<file path="src/rtl/keypad_press_classifier_unit_defines.svh">
// Assertion macros used by the keypad press classifier unit.
`ifndef KEYPAD_PRESS_CLASSIFIER_UNIT_DEFINES_SVH
`define KEYPAD_PRESS_CLASSIFIER_UNIT_DEFINES_SVH
`ifndef ASSERT_OFF
`define KPC_ASSERT(lbl, ck, rn, prop) \
	lbl: assert property (@(posedge ck) disable iff (!rn) prop) \
		else $error("keypad classifier property failed");
`define KPC_ASSERT_NEVER(lbl, ck, rn, cond) \
	lbl: assert property (@(posedge ck) disable iff (!rn) !(cond)) \
		else $error("keypad classifier forbidden condition seen");
`else
`define KPC_ASSERT(lbl, ck, rn, prop)
`define KPC_ASSERT_NEVER(lbl, ck, rn, cond)
`endif
`endif

</file>
<file path="src/rtl/kpc_pkg.sv">
package kpc_pkg;

	localparam int COUNTER_WIDTH = 16;
	localparam int NUM_SLOTS     = 23;
	localparam int THRESH_W      = 16;
	localparam int LED_W         = 21;
	localparam int LED_IDX_W     = $clog2(LED_W);
	localparam int SENSOR_W      = 24;
	localparam int SENSOR_IDX_W  = $clog2(SENSOR_W);
	localparam int CODE_W        = 5;
	localparam int IN_TDATA_W    = 32;
	localparam int OUT_TDATA_W   = 32;
	localparam int OUT_FIELDS_W  = CODE_W + LED_W + 1;
	localparam int CFG_ADDR_W    = 3;
	localparam int CFG_DATA_W    = 21;

	typedef logic [CODE_W-1:0] event_code_t;

	localparam event_code_t EV_NONE = 5'd25;

	typedef enum logic [2:0] {
		KIND_PLAIN  = 3'd0,
		KIND_SECRET = 3'd1,
		KIND_MENU   = 3'd2,
		KIND_ENTER  = 3'd3,
		KIND_PUNCH  = 3'd4,
		KIND_COMBO  = 3'd5
	} slot_kind_t;

	typedef enum logic [CFG_ADDR_W-1:0] {
		CFG_SHORT_TICKS = 3'd0,
		CFG_LONG_TICKS  = 3'd1,
		CFG_KEY_MASK    = 3'd2,
		CFG_LED_HOLD    = 3'd3,
		CFG_PUNCH_BLOCK = 3'd4,
		CFG_KEYS_OFF    = 3'd5
	} cfg_index_t;

	localparam logic [THRESH_W-1:0] SHORT_TICKS_RESET = 16'd3;
	localparam logic [THRESH_W-1:0] LONG_TICKS_RESET  = 16'd300;

	typedef struct packed {
		logic        valid;
		logic        last;
		event_code_t code;
	} token_t;

	// The sensor bytes are viewed as one 24-bit word: bank 0 low, bank 2 high.
	localparam int COMBO_SLOT = 5;
	localparam logic [SENSOR_IDX_W-1:0] SENSOR_AA = 5'd16;
	localparam logic [SENSOR_IDX_W-1:0] SENSOR_AB = 5'd21;
	localparam logic [LED_IDX_W-1:0]    NO_LED    = '1;

	// Slots in scan order; the AA+AB combo counter sits right after AB.
	localparam logic [SENSOR_IDX_W-1:0] SLOT_SENSOR [NUM_SLOTS] = '{
		5'd19, 5'd20, 5'd16, 5'd18, 5'd21, 5'd0, 5'd17, 5'd22, 5'd8, 5'd9,
		5'd23, 5'd15, 5'd13, 5'd10, 5'd0, 5'd2, 5'd5, 5'd14, 5'd12, 5'd11,
		5'd1, 5'd3, 5'd4
	};

	localparam logic [LED_IDX_W-1:0] SLOT_LED [NUM_SLOTS] = '{
		5'd2, 5'd3, 5'd0, NO_LED, 5'd1, NO_LED, 5'd4, 5'd5, 5'd6, 5'd7,
		5'd8, 5'd9, 5'd11, 5'd10, 5'd12, 5'd15, 5'd18, 5'd13, 5'd16, 5'd19,
		5'd14, 5'd17, 5'd20
	};

	localparam slot_kind_t SLOT_KIND [NUM_SLOTS] = '{
		KIND_PLAIN, KIND_PLAIN, KIND_PLAIN, KIND_SECRET, KIND_PLAIN, KIND_COMBO,
		KIND_MENU, KIND_PLAIN, KIND_PLAIN, KIND_PLAIN, KIND_PUNCH, KIND_PLAIN,
		KIND_PLAIN, KIND_ENTER, KIND_PLAIN, KIND_PLAIN, KIND_PLAIN, KIND_PLAIN,
		KIND_PLAIN, KIND_PLAIN, KIND_PLAIN, KIND_PLAIN, KIND_PLAIN
	};

	localparam event_code_t SLOT_SHORT [NUM_SLOTS] = '{
		5'd0, 5'd1, 5'd2, 5'd3, 5'd4, 5'd5, 5'd7, 5'd8, 5'd9, 5'd10,
		5'd11, 5'd12, 5'd13, 5'd15, 5'd16, 5'd17, 5'd18, 5'd19, 5'd20, 5'd21,
		5'd22, 5'd23, 5'd24
	};

	localparam event_code_t SLOT_LONG [NUM_SLOTS] = '{
		5'd0, 5'd0, 5'd0, 5'd0, 5'd0, 5'd0, 5'd6, 5'd0, 5'd0, 5'd0,
		5'd0, 5'd0, 5'd0, 5'd14, 5'd0, 5'd0, 5'd0, 5'd0, 5'd0, 5'd0,
		5'd0, 5'd0, 5'd0
	};

endpackage

</file>
<file path="src/rtl/keypad_press_classifier_unit.sv">
// Keypad short/long press classifier. Each input transaction is one scan tick
// (three sensor bytes and the door bit); it yields one output transaction per
// key event in scan order, or a single "no event" code, with tlast on the final
// one. The tick is evaluated by a row of 23 counter cells, which then hand their
// event tokens down the row toward the output register, one cell per cycle while
// a cell below or the output register has room. The next tick is evaluated only
// once the row has emptied; a one-entry input stage takes the next tick meanwhile.
// Configuration writes are meant for idle periods only.
`include "keypad_press_classifier_unit_defines.svh"
module keypad_press_classifier_unit #(
	parameter int COUNTER_WIDTH = kpc_pkg::COUNTER_WIDTH
) (
	input  logic                              clk,
	input  logic                              arst_n,
	input  logic                              cfg_we,
	input  logic [kpc_pkg::CFG_ADDR_W-1:0]    cfg_addr,
	input  logic [kpc_pkg::CFG_DATA_W-1:0]    cfg_wdata,
	input  logic                              s_tvalid,
	output logic                              s_tready,
	// sensor_bank_zero[7:0], sensor_bank_one[15:8], sensor_bank_two[23:16],
	// door_shut[24], zero fill above
	input  logic [kpc_pkg::IN_TDATA_W-1:0]    s_tdata,
	output logic                              m_tvalid,
	input  logic                              m_tready,
	// event_code[4:0], led_mask[25:5], some_key_pressed[26], zero fill above
	output logic [kpc_pkg::OUT_TDATA_W-1:0]   m_tdata,
	output logic                              m_tlast
);
	import kpc_pkg::*;

	logic [THRESH_W-1:0]  short_ticks_q;
	logic [THRESH_W-1:0]  long_ticks_q;
	logic [LED_W-1:0]     key_mask_q;
	logic                 led_hold_q;
	logic                 punch_block_q;
	logic                 keys_off_q;

	logic                 pend_valid_q;
	logic [SENSOR_W-1:0]  pend_sensor_q;
	logic                 pend_door_q;

	logic [LED_W-1:0]     led_q;
	logic [LED_W-1:0]     led_n;
	logic                 flag_q;

	logic                 load;
	logic                 out_free;
	logic                 move_out;

	logic [NUM_SLOTS-1:0] pressed;
	logic [NUM_SLOTS-1:0] enabled;
	logic [NUM_SLOTS-1:0] ev_valid;
	logic [NUM_SLOTS-1:0] ev_last;
	logic [NUM_SLOTS-1:0] advance;
	logic [NUM_SLOTS-1:0] tok_valid;
	logic [NUM_SLOTS-1:0] tok_last;
	token_t               tok [NUM_SLOTS];

	logic                 m_tvalid_q;
	event_code_t          out_code_q;
	logic                 out_last_q;
	logic [LED_W-1:0]     out_led_q;
	logic                 out_flag_q;

	always_ff @(posedge clk or negedge arst_n) begin
		if (!arst_n) begin
			short_ticks_q <= SHORT_TICKS_RESET;
			long_ticks_q  <= LONG_TICKS_RESET;
			key_mask_q    <= '1;
			led_hold_q    <= 1'b0;
			punch_block_q <= 1'b0;
			keys_off_q    <= 1'b0;
		end else if (cfg_we) begin
			unique case (cfg_index_t'(cfg_addr))
				CFG_SHORT_TICKS: short_ticks_q <= cfg_wdata[THRESH_W-1:0];
				CFG_LONG_TICKS:  long_ticks_q  <= cfg_wdata[THRESH_W-1:0];
				CFG_KEY_MASK:    key_mask_q    <= cfg_wdata[LED_W-1:0];
				CFG_LED_HOLD:    led_hold_q    <= cfg_wdata[0];
				CFG_PUNCH_BLOCK: punch_block_q <= cfg_wdata[0];
				CFG_KEYS_OFF:    keys_off_q    <= cfg_wdata[0];
				default: ;
			endcase
		end
	end

	// A held tick is evaluated once every token of the previous tick has left the row.
	assign load     = pend_valid_q && !(|tok_valid);
	assign s_tready = !pend_valid_q || load;

	always_ff @(posedge clk or negedge arst_n) begin
		if (!arst_n) begin
			pend_valid_q <= 1'b0;
		end else if (s_tready) begin
			pend_valid_q <= s_tvalid;
		end
	end

	always_ff @(posedge clk) begin
		if (s_tvalid && s_tready) begin
			pend_sensor_q <= s_tdata[SENSOR_W-1:0];
			pend_door_q   <= s_tdata[SENSOR_W];
		end
	end

	always_comb begin
		for (int s = 0; s < NUM_SLOTS; s++) begin
			if (s == COMBO_SLOT) begin
				pressed[s] = pend_sensor_q[SENSOR_AA] && pend_sensor_q[SENSOR_AB];
			end else begin
				pressed[s] = pend_sensor_q[SLOT_SENSOR[s]];
			end
			enabled[s] = (SLOT_LED[s] == NO_LED) ? 1'b1 : key_mask_q[SLOT_LED[s]];
		end
	end

	always_comb begin
		led_n = led_q;
		if (!led_hold_q) begin
			for (int s = 0; s < NUM_SLOTS; s++) begin
				if (SLOT_LED[s] != NO_LED) begin
					if (pressed[s]) begin
						led_n[SLOT_LED[s]] = 1'b1;
					end else if (!(SLOT_KIND[s] == KIND_PUNCH && punch_block_q)) begin
						led_n[SLOT_LED[s]] = 1'b0;
					end
				end
			end
		end
	end

	always_ff @(posedge clk or negedge arst_n) begin
		if (!arst_n) begin
			led_q  <= '0;
			flag_q <= 1'b0;
		end else if (load) begin
			if (keys_off_q) begin
				flag_q <= flag_q || pend_door_q;
			end else begin
				led_q <= led_n;
			end
		end
	end

	assign out_free = !m_tvalid_q || m_tready;
	assign move_out = tok_valid[0] && out_free;

	for (genvar g = 0; g < NUM_SLOTS; g++) begin : g_cell
		token_t up_tok;
		logic   ld_none;

		// A cell refills whenever some cell at or below it has room, or the output register can take a token.
		assign advance[g] = out_free || !(&tok_valid[g:0]);

		if (g == NUM_SLOTS - 1) begin : g_tail
			assign up_tok      = '0;
			assign ld_none     = !(|ev_valid);
			assign ev_last[g]  = ev_valid[g];
		end else begin : g_body
			assign up_tok      = tok[g+1];
			assign ld_none     = 1'b0;
			assign ev_last[g]  = ev_valid[g] && !(|ev_valid[NUM_SLOTS-1:g+1]);
		end

		kpc_cell #(
			.CounterWidth (COUNTER_WIDTH)
		) u_cell (
			.clk         (clk),
			.arst_n      (arst_n),
			.active      (!keys_off_q),
			.load        (load),
			.ld_none     (ld_none),
			.ld_last     (ev_last[g]),
			.advance     (advance[g]),
			.pressed     (pressed[g]),
			.enabled     (enabled[g]),
			.kind        (SLOT_KIND[g]),
			.short_code  (SLOT_SHORT[g]),
			.long_code   (SLOT_LONG[g]),
			.short_ticks (short_ticks_q),
			.long_ticks  (long_ticks_q),
			.up_tok      (up_tok),
			.ev_valid    (ev_valid[g]),
			.tok         (tok[g])
		);

		assign tok_valid[g] = tok[g].valid;
		assign tok_last[g]  = tok[g].last;
	end

	always_ff @(posedge clk or negedge arst_n) begin
		if (!arst_n) begin
			m_tvalid_q <= 1'b0;
		end else if (out_free) begin
			m_tvalid_q <= tok_valid[0];
		end
	end

	always_ff @(posedge clk) begin
		if (move_out) begin
			out_code_q <= tok[0].code;
			out_last_q <= tok[0].last;
			out_led_q  <= led_q;
			out_flag_q <= flag_q;
		end
	end

	assign m_tvalid = m_tvalid_q;
	assign m_tlast  = out_last_q;
	assign m_tdata  = {{(OUT_TDATA_W - OUT_FIELDS_W){1'b0}}, out_flag_q, out_led_q, out_code_q};

	`KPC_ASSERT(a_load_fills_row, clk, arst_n, load |=> (|tok_valid))
	`KPC_ASSERT_NEVER(a_single_last, clk, arst_n, $countones(tok_valid & tok_last) > 1)
	`KPC_ASSERT(a_led_frozen, clk, arst_n, $past(led_hold_q) |-> $stable(led_q))
	`KPC_ASSERT(a_stall_when_busy, clk, arst_n, (pend_valid_q && (|tok_valid)) |-> !s_tready)

endmodule

</file>
<file path="src/rtl/kpc_cell.sv">
module kpc_cell #(
	parameter int CounterWidth = kpc_pkg::COUNTER_WIDTH
) (
	input  logic                          clk,
	input  logic                          arst_n,
	input  logic                          active,
	input  logic                          load,
	input  logic                          ld_none,
	input  logic                          ld_last,
	input  logic                          advance,
	input  logic                          pressed,
	input  logic                          enabled,
	input  kpc_pkg::slot_kind_t           kind,
	input  kpc_pkg::event_code_t          short_code,
	input  kpc_pkg::event_code_t          long_code,
	input  logic [kpc_pkg::THRESH_W-1:0]  short_ticks,
	input  logic [kpc_pkg::THRESH_W-1:0]  long_ticks,
	input  kpc_pkg::token_t               up_tok,
	output logic                          ev_valid,
	output kpc_pkg::token_t               tok
);
	import kpc_pkg::*;

	localparam int CmpW = (CounterWidth > THRESH_W) ? CounterWidth : THRESH_W;

	logic [CounterWidth-1:0] cnt_q;
	logic [CounterWidth-1:0] cnt_bumped;
	logic [CounterWidth-1:0] cnt_press;
	logic [CmpW-1:0]         old_x;
	logic [CmpW-1:0]         new_x;
	logic [CmpW-1:0]         short_x;
	logic [CmpW-1:0]         long_x;
	logic                    old_ge_short;
	logic                    old_ge_long;
	logic                    new_ge_long;
	logic                    hit;
	event_code_t             ev_code;
	token_t                  tok_q;

	assign cnt_bumped = (cnt_q == '1) ? cnt_q : cnt_q + CounterWidth'(1);
	assign cnt_press  = enabled ? cnt_bumped : cnt_q;

	assign old_x   = CmpW'(cnt_q);
	assign new_x   = CmpW'(cnt_press);
	assign short_x = CmpW'(short_ticks);
	assign long_x  = CmpW'(long_ticks);

	assign old_ge_short = old_x >= short_x;
	assign old_ge_long  = old_x >= long_x;
	assign new_ge_long  = new_x >= long_x;

	// Release checks use the count held before this tick; hold checks use the bumped one.
	always_comb begin
		hit     = 1'b0;
		ev_code = short_code;
		unique case (kind)
			KIND_MENU: begin
				if (pressed) begin
					hit     = new_ge_long;
					ev_code = long_code;
				end else begin
					hit = old_ge_short && !old_ge_long;
				end
			end
			KIND_ENTER: begin
				if (pressed) begin
					hit     = new_ge_long;
					ev_code = long_code;
				end else begin
					hit = old_ge_short;
				end
			end
			KIND_COMBO: begin
				hit = pressed && new_ge_long;
			end
			default: begin
				hit = !pressed && old_ge_short;
			end
		endcase
	end

	assign ev_valid = active && hit;

	always_ff @(posedge clk or negedge arst_n) begin
		if (!arst_n) begin
			cnt_q <= '0;
		end else if (load && active) begin
			cnt_q <= pressed ? cnt_press : '0;
		end
	end

	always_ff @(posedge clk or negedge arst_n) begin
		if (!arst_n) begin
			tok_q <= '0;
		end else if (load) begin
			tok_q.valid <= ev_valid || ld_none;
			tok_q.last  <= ld_last || ld_none;
			tok_q.code  <= ld_none ? EV_NONE : ev_code;
		end else if (advance) begin
			tok_q <= up_tok;
		end
	end

	assign tok = tok_q;

endmodule

</file>
<file path="config.mk">
export PLATFORM = sky130hd
export DESIGN_NAME = keypad_press_classifier_unit
export DESIGN_NICKNAME = d
export VERILOG_FILES = /design/src/rtl/kpc_pkg.sv /design/src/rtl/keypad_press_classifier_unit.sv /design/src/rtl/kpc_cell.sv
export VERILOG_INCLUDE_DIRS = /design/src /design/src/rtl
export SDC_FILE = /design/constraint.sdc
export NUM_CORES = 2
export LEC_CHECK = 0
export ABC_CLOCK_PERIOD_IN_PS = 4700
export BUFFER_PORTS_ARGS = -buffer_cell sky130_fd_sc_hd__buf_2
export CAP_MARGIN = 15
export CORE_MARGIN = 3
export CORE_UTILIZATION = 55
export DETAILED_ROUTE_END_ITERATION = 6
export GPL_TIMING_DRIVEN = 0
export PLACE_DENSITY = 0.7
export SYNTH_ARGS = -nofsm -noshare
export SYNTH_HDL_FRONTEND = slang
export SYNTH_SLANG_ARGS = --single-unit
</file>
<file path="constraint.sdc">
create_clock -name clk -period 4.7 [get_ports clk]
set_input_delay 0.94 -clock clk [delete_from_list [all_inputs] [get_ports clk]]
set_output_delay 0.94 -clock clk [all_outputs]
set_load 0.02 [all_outputs]
</file>
==> flow_metrics.py <==
metrics = {
    "status": {
        "status": "finished clean",
    },
    "clocking": {
        "htree_levels": 3,
        "cts_tree": "built",
        "cts_buffer_depth": 3,
        "numCtsBuffers": 76,
        "cts.clk_slew.worst_paths_ps": 60,
        "clock_latency_ps": 640,
        "cts.sinks": 654,
        "clock-root-buffer": "clkbuf_16",
    },
    "synth": {
        "ys_async_sr_fraction": 0.922,
        "ys.flop_type": "dfrtp_1",
        "synth.distinct_cells": 86,
        "netlist.area_leader.share": 0.359,
        "ys_seq_area_frac": 0.415,
        "mappedNetlistArea_um2": 40200,
        "synth_top_area_cell": "dfrtp_1",
        "synthTopCellsByArea": "dfrtp_1 36%, ha_1 14%, nand2_1 5.9%, o21ai_0 4.2%, a22o_1 3.9%",
        "yosys_warnings": 0,
        "synth_edf_count": 51,
        "syn_inst": 4318,
        "avgSynthCellArea_um2": 9.30,
        "yosys_register_bits": 654,
    },
    "global_route": {
        "grt_max_degree": 114,
        "grt_use_met3": 0.0412,
        "busiest_layer": "met2",
        "grt_overflow": 0,
        "grt_pass1_wl_mm": 189,
        "first_global_vias": 32800,
        "grt_use_total": 0.313,
        "antenna_found_initial": 1,
        "use_met2": 0.490,
        "grt.met1_usage": 0.438,
    },
    "floorplanning": {
        "rows": 98,
        "core_um2": 71900,
        "die_w_um": 276,
        "pin_count": 96,
        "die-area_um2": 76300,
        "dieHeight_um": 276,
        "floorplan.initialDensity": 0.559,
    },
    "setup_path": {
        "cpMostUsedCell": "a211oi_1",
        "path_max_fanout": 16,
        "endpoint_kind": "flop",
        "cp-start-kind": "flop",
        "crit_chain": "inv_2 > buf_12 > ha_1 > a211oi_1 > o21ai_0 > a211oi_1 > o22ai_1 > a211oi_4 > or4b_4 > nand4b_4 > or4b_1 > a31oi_1",
        "worst-endpoint-arrival_ps": 5110,
        "critical-path-max-stage-delay_ps": 600,
        "worstSetupPathType": "flop to flop",
        "slowest_stage": "or4b_4",
        "critPathRequiredTime_ps": 5240,
    },
    "place": {
        "numPortBuffers": 81,
        "hpwlAfterDp_mm": 84.0,
        "placedCellCount": 5381,
        "gp_congestion": 0.903,
    },
    "power_and_ir_drop": {
        "p_leak_nw": 21.1,
        "peakVddDrop_mv": 0.583,
        "power_w": 0.0217,
        "p_per_area_nw_per_um2": 480,
    },
    "finish": {
        "syn_to_final_growth_pct": 12.5,
        "final_layout_size_suffix_gt1_frac": 0.0977,
        "nNetsFinal": 5013,
        "instances_no_fill": 5526,
        "multi_input_area_um2": 22600,
        "seq_area_um2": 16700,
        "nFillCells": 6108,
    },
    "sta": {
        "hold_violations": 0,
        "post-route-period-util": 0.973,
        "tightest_slew_ps": 1200,
        "fmax_mhz": 219,
        "slew_headroom": 0.190,
        "whs_ps": 322,
        "setup_violations": 0,
        "skew_ps": 28.6,
        "final.setup.tns_ps": 0,
        "period_minus_slack_ps": 4570,
        "report.final.slew_viol_count": 0,
    },
    "routing": {
        "via_per_inst": 6.27,
        "drt-initial-drc-count": 3138,
        "drc": 0,
        "avgRoutedWirePerCell_um": 22.1,
        "drt.antenna.violating_nets": 0,
        "first_pass_iters": 7,
        "routed_wl_mm": 122,
        "num_vias": 34700,
    },
    "flow_run": {
        "max_cap_viol_count": 0,
    },
    "worst_hold_path": {
        "hold_path_class": "primary input to asynchronous set/reset pin",
    },
}
-- metal layers --
| metal | part of all wire | routed length [um] | vias up |
|---|---|---|---|
| met5 | 0 | 0 | - |
| li1 | - | - | 16200 |
| met1 | 0.43 | 52600 | 16800 |
| met2 | 0.44 | 54100 | 1284 |
| met3 | 0.077 | 9370 | 300 |
| met4 | 0.050 | 6080 | 0 |
-- placed cells by master (no fill, tap or decap), types with 22 or more instances in the layout --
cell type / Yosys / routed
a21o_1: 80 / 80
a31oi_1: 22 / 22
mux2_2: 71 / 71
o21ai_0: 341 / 341
o31ai_1: 28 / 28
dfrtp_1: 576 / 567
inv_1: 107 / 92
a21oi_1: 228 / 227
a22o_1: 177 / 177
nor2_1: 341 / 340
and2_1: 23 / 22
xnor2_1: 49 / 49
nor3_1: 118 / 117
ha_1: 439 / 439
dfstp_2: 27 / 26
buf_4: 8 / 22
nand2b_1: 29 / 29
a211oi_1: 46 / 45
or3_1: 38 / 38
nand2_1: 630 / 628
edfxtp_1: 51 / 51
clkbuf_16: 0 / 79
mux2i_1: 51 / 51
buf_2: 0 / 81
nand3_1: 190 / 190
clkbuf_1: 127 / 121
and3_1: 82 / 82
nand4_1: 103 / 103
xor2_1: 75 / 75
nor4_1: 25 / 22
-- Yosys cell counts, types with 8 or more instances --
master / instances
nand2_1: 630
dfrtp_1: 576
ha_1: 439
nor2_1: 341
o21ai_0: 341
a21oi_1: 228
nand3_1: 190
a22o_1: 177
clkbuf_1: 127
nor3_1: 118
inv_1: 107
nand4_1: 103
and3_1: 82
a21o_1: 80
xor2_1: 75
mux2_2: 71
edfxtp_1: 51
mux2i_1: 51
xnor2_1: 49
a211oi_1: 46
or3_1: 38
nand2b_1: 29
o31ai_1: 28
dfstp_2: 27
nor4_1: 25
and2_1: 23
a31oi_1: 22
and4_1: 21
nor2b_1: 17
or2_2: 15
o21a_1: 13
or4_1: 13
o211ai_1: 12
a2111oi_0: 10
a211o_1: 10
buf_1: 9
buf_4: 8
o22ai_1: 8
-- final timing paths --
check | start | to | slack [ps] | depth (start not counted)
worst min register to register | led_q[7] | out_led_q[7] | 440 | 0
max in group asynchronous | arst_n | g_cell[20].u_cell.cnt_q[0] | 2810 | 3
worst max-delay path | short_ticks_q[2] | g_cell[6].u_cell.tok[5] | 130 | 12
worst min-delay path | arst_n | g_cell[6].u_cell.cnt_q[3] | 320 | 1
worst max register to register | short_ticks_q[2] | g_cell[6].u_cell.tok[5] | 130 | 12
min in group clk | led_q[7] | out_led_q[7] | 440 | 0
-- critical path: cells and delay by family, from the launching register on --
family	cells	cell delay [ps]
AO/OA/AOI/OAI	6	1830
adder cells (fa/ha/maj)	1	270
buffers and inverters	2	580
flip-flops	1	370
AND/OR/NAND/NOR	3	1420
-- report_power, final --
group,switching [W],internal [W]
clock network,0.00252,0.00369
registers,0.000935,0.00696
logic,0.00519,0.00238
-- cell type report --
| class | count | area share |
|---|---|---|
| timing repair buffer | 123 | 0.0239 |
| buffer | 138 | 0.0135 |
| sequential | 654 | 0.369 |
| clock buffer | 105 | 0.0490 |
| clock inverter | 35 | 0.00872 |
| inverter | 107 | 0.00889 |
| tap | 950 | 0.0263 |
| multi-input combinational | 3413 | 0.501 |
| antenna | 1 | 0.0000554 |
-- timing repair --
action                                  4_1_cts  5_1_grt
gates resized for setup                      21       19
buffers inserted                              4       10
endpoints found under the setup margin      240       16
hold buffers                                  0        0
pin swaps                                     2        5
-- stage by stage --
step	setup WS, ps	utilization	area, um^2
4_1_cts	4.25	0.627	45000
3_3_place_gp	-10370	0.581	41800
6_report	129	0.629	45200
3_5_place_dp	-1160	0.590	42400
5_1_grt	-4.01	0.629	45200
2_1_floorplan	450	-	40200
-- cells by family (layout without fill, tap and decap cells) --
family,Yosys count,after routing,share of synthesized area
fa+ha+maj,439,439,0.137
buf+inv,255,508,0.0255
other cells,1,6,0.0000934
mux,122,122,0.0326
xor+xnor,124,124,0.0270
simple gates,1680,1680,0.196
flops,654,654,0.415
compound gates,1043,1043,0.167
-- state kept, by name, indices dropped and copies added (netlist names), 16 cells and up --
register / cells
pend_sensor_q: 22
g_cell.u_cell.tok: 155
g_cell.u_cell.cnt_q: 368
key_mask_q: 21
out_led_q: 21
short_ticks_q: 16
led_q: 21
long_ticks_q: 16
(Power assumes the default switching activity.)
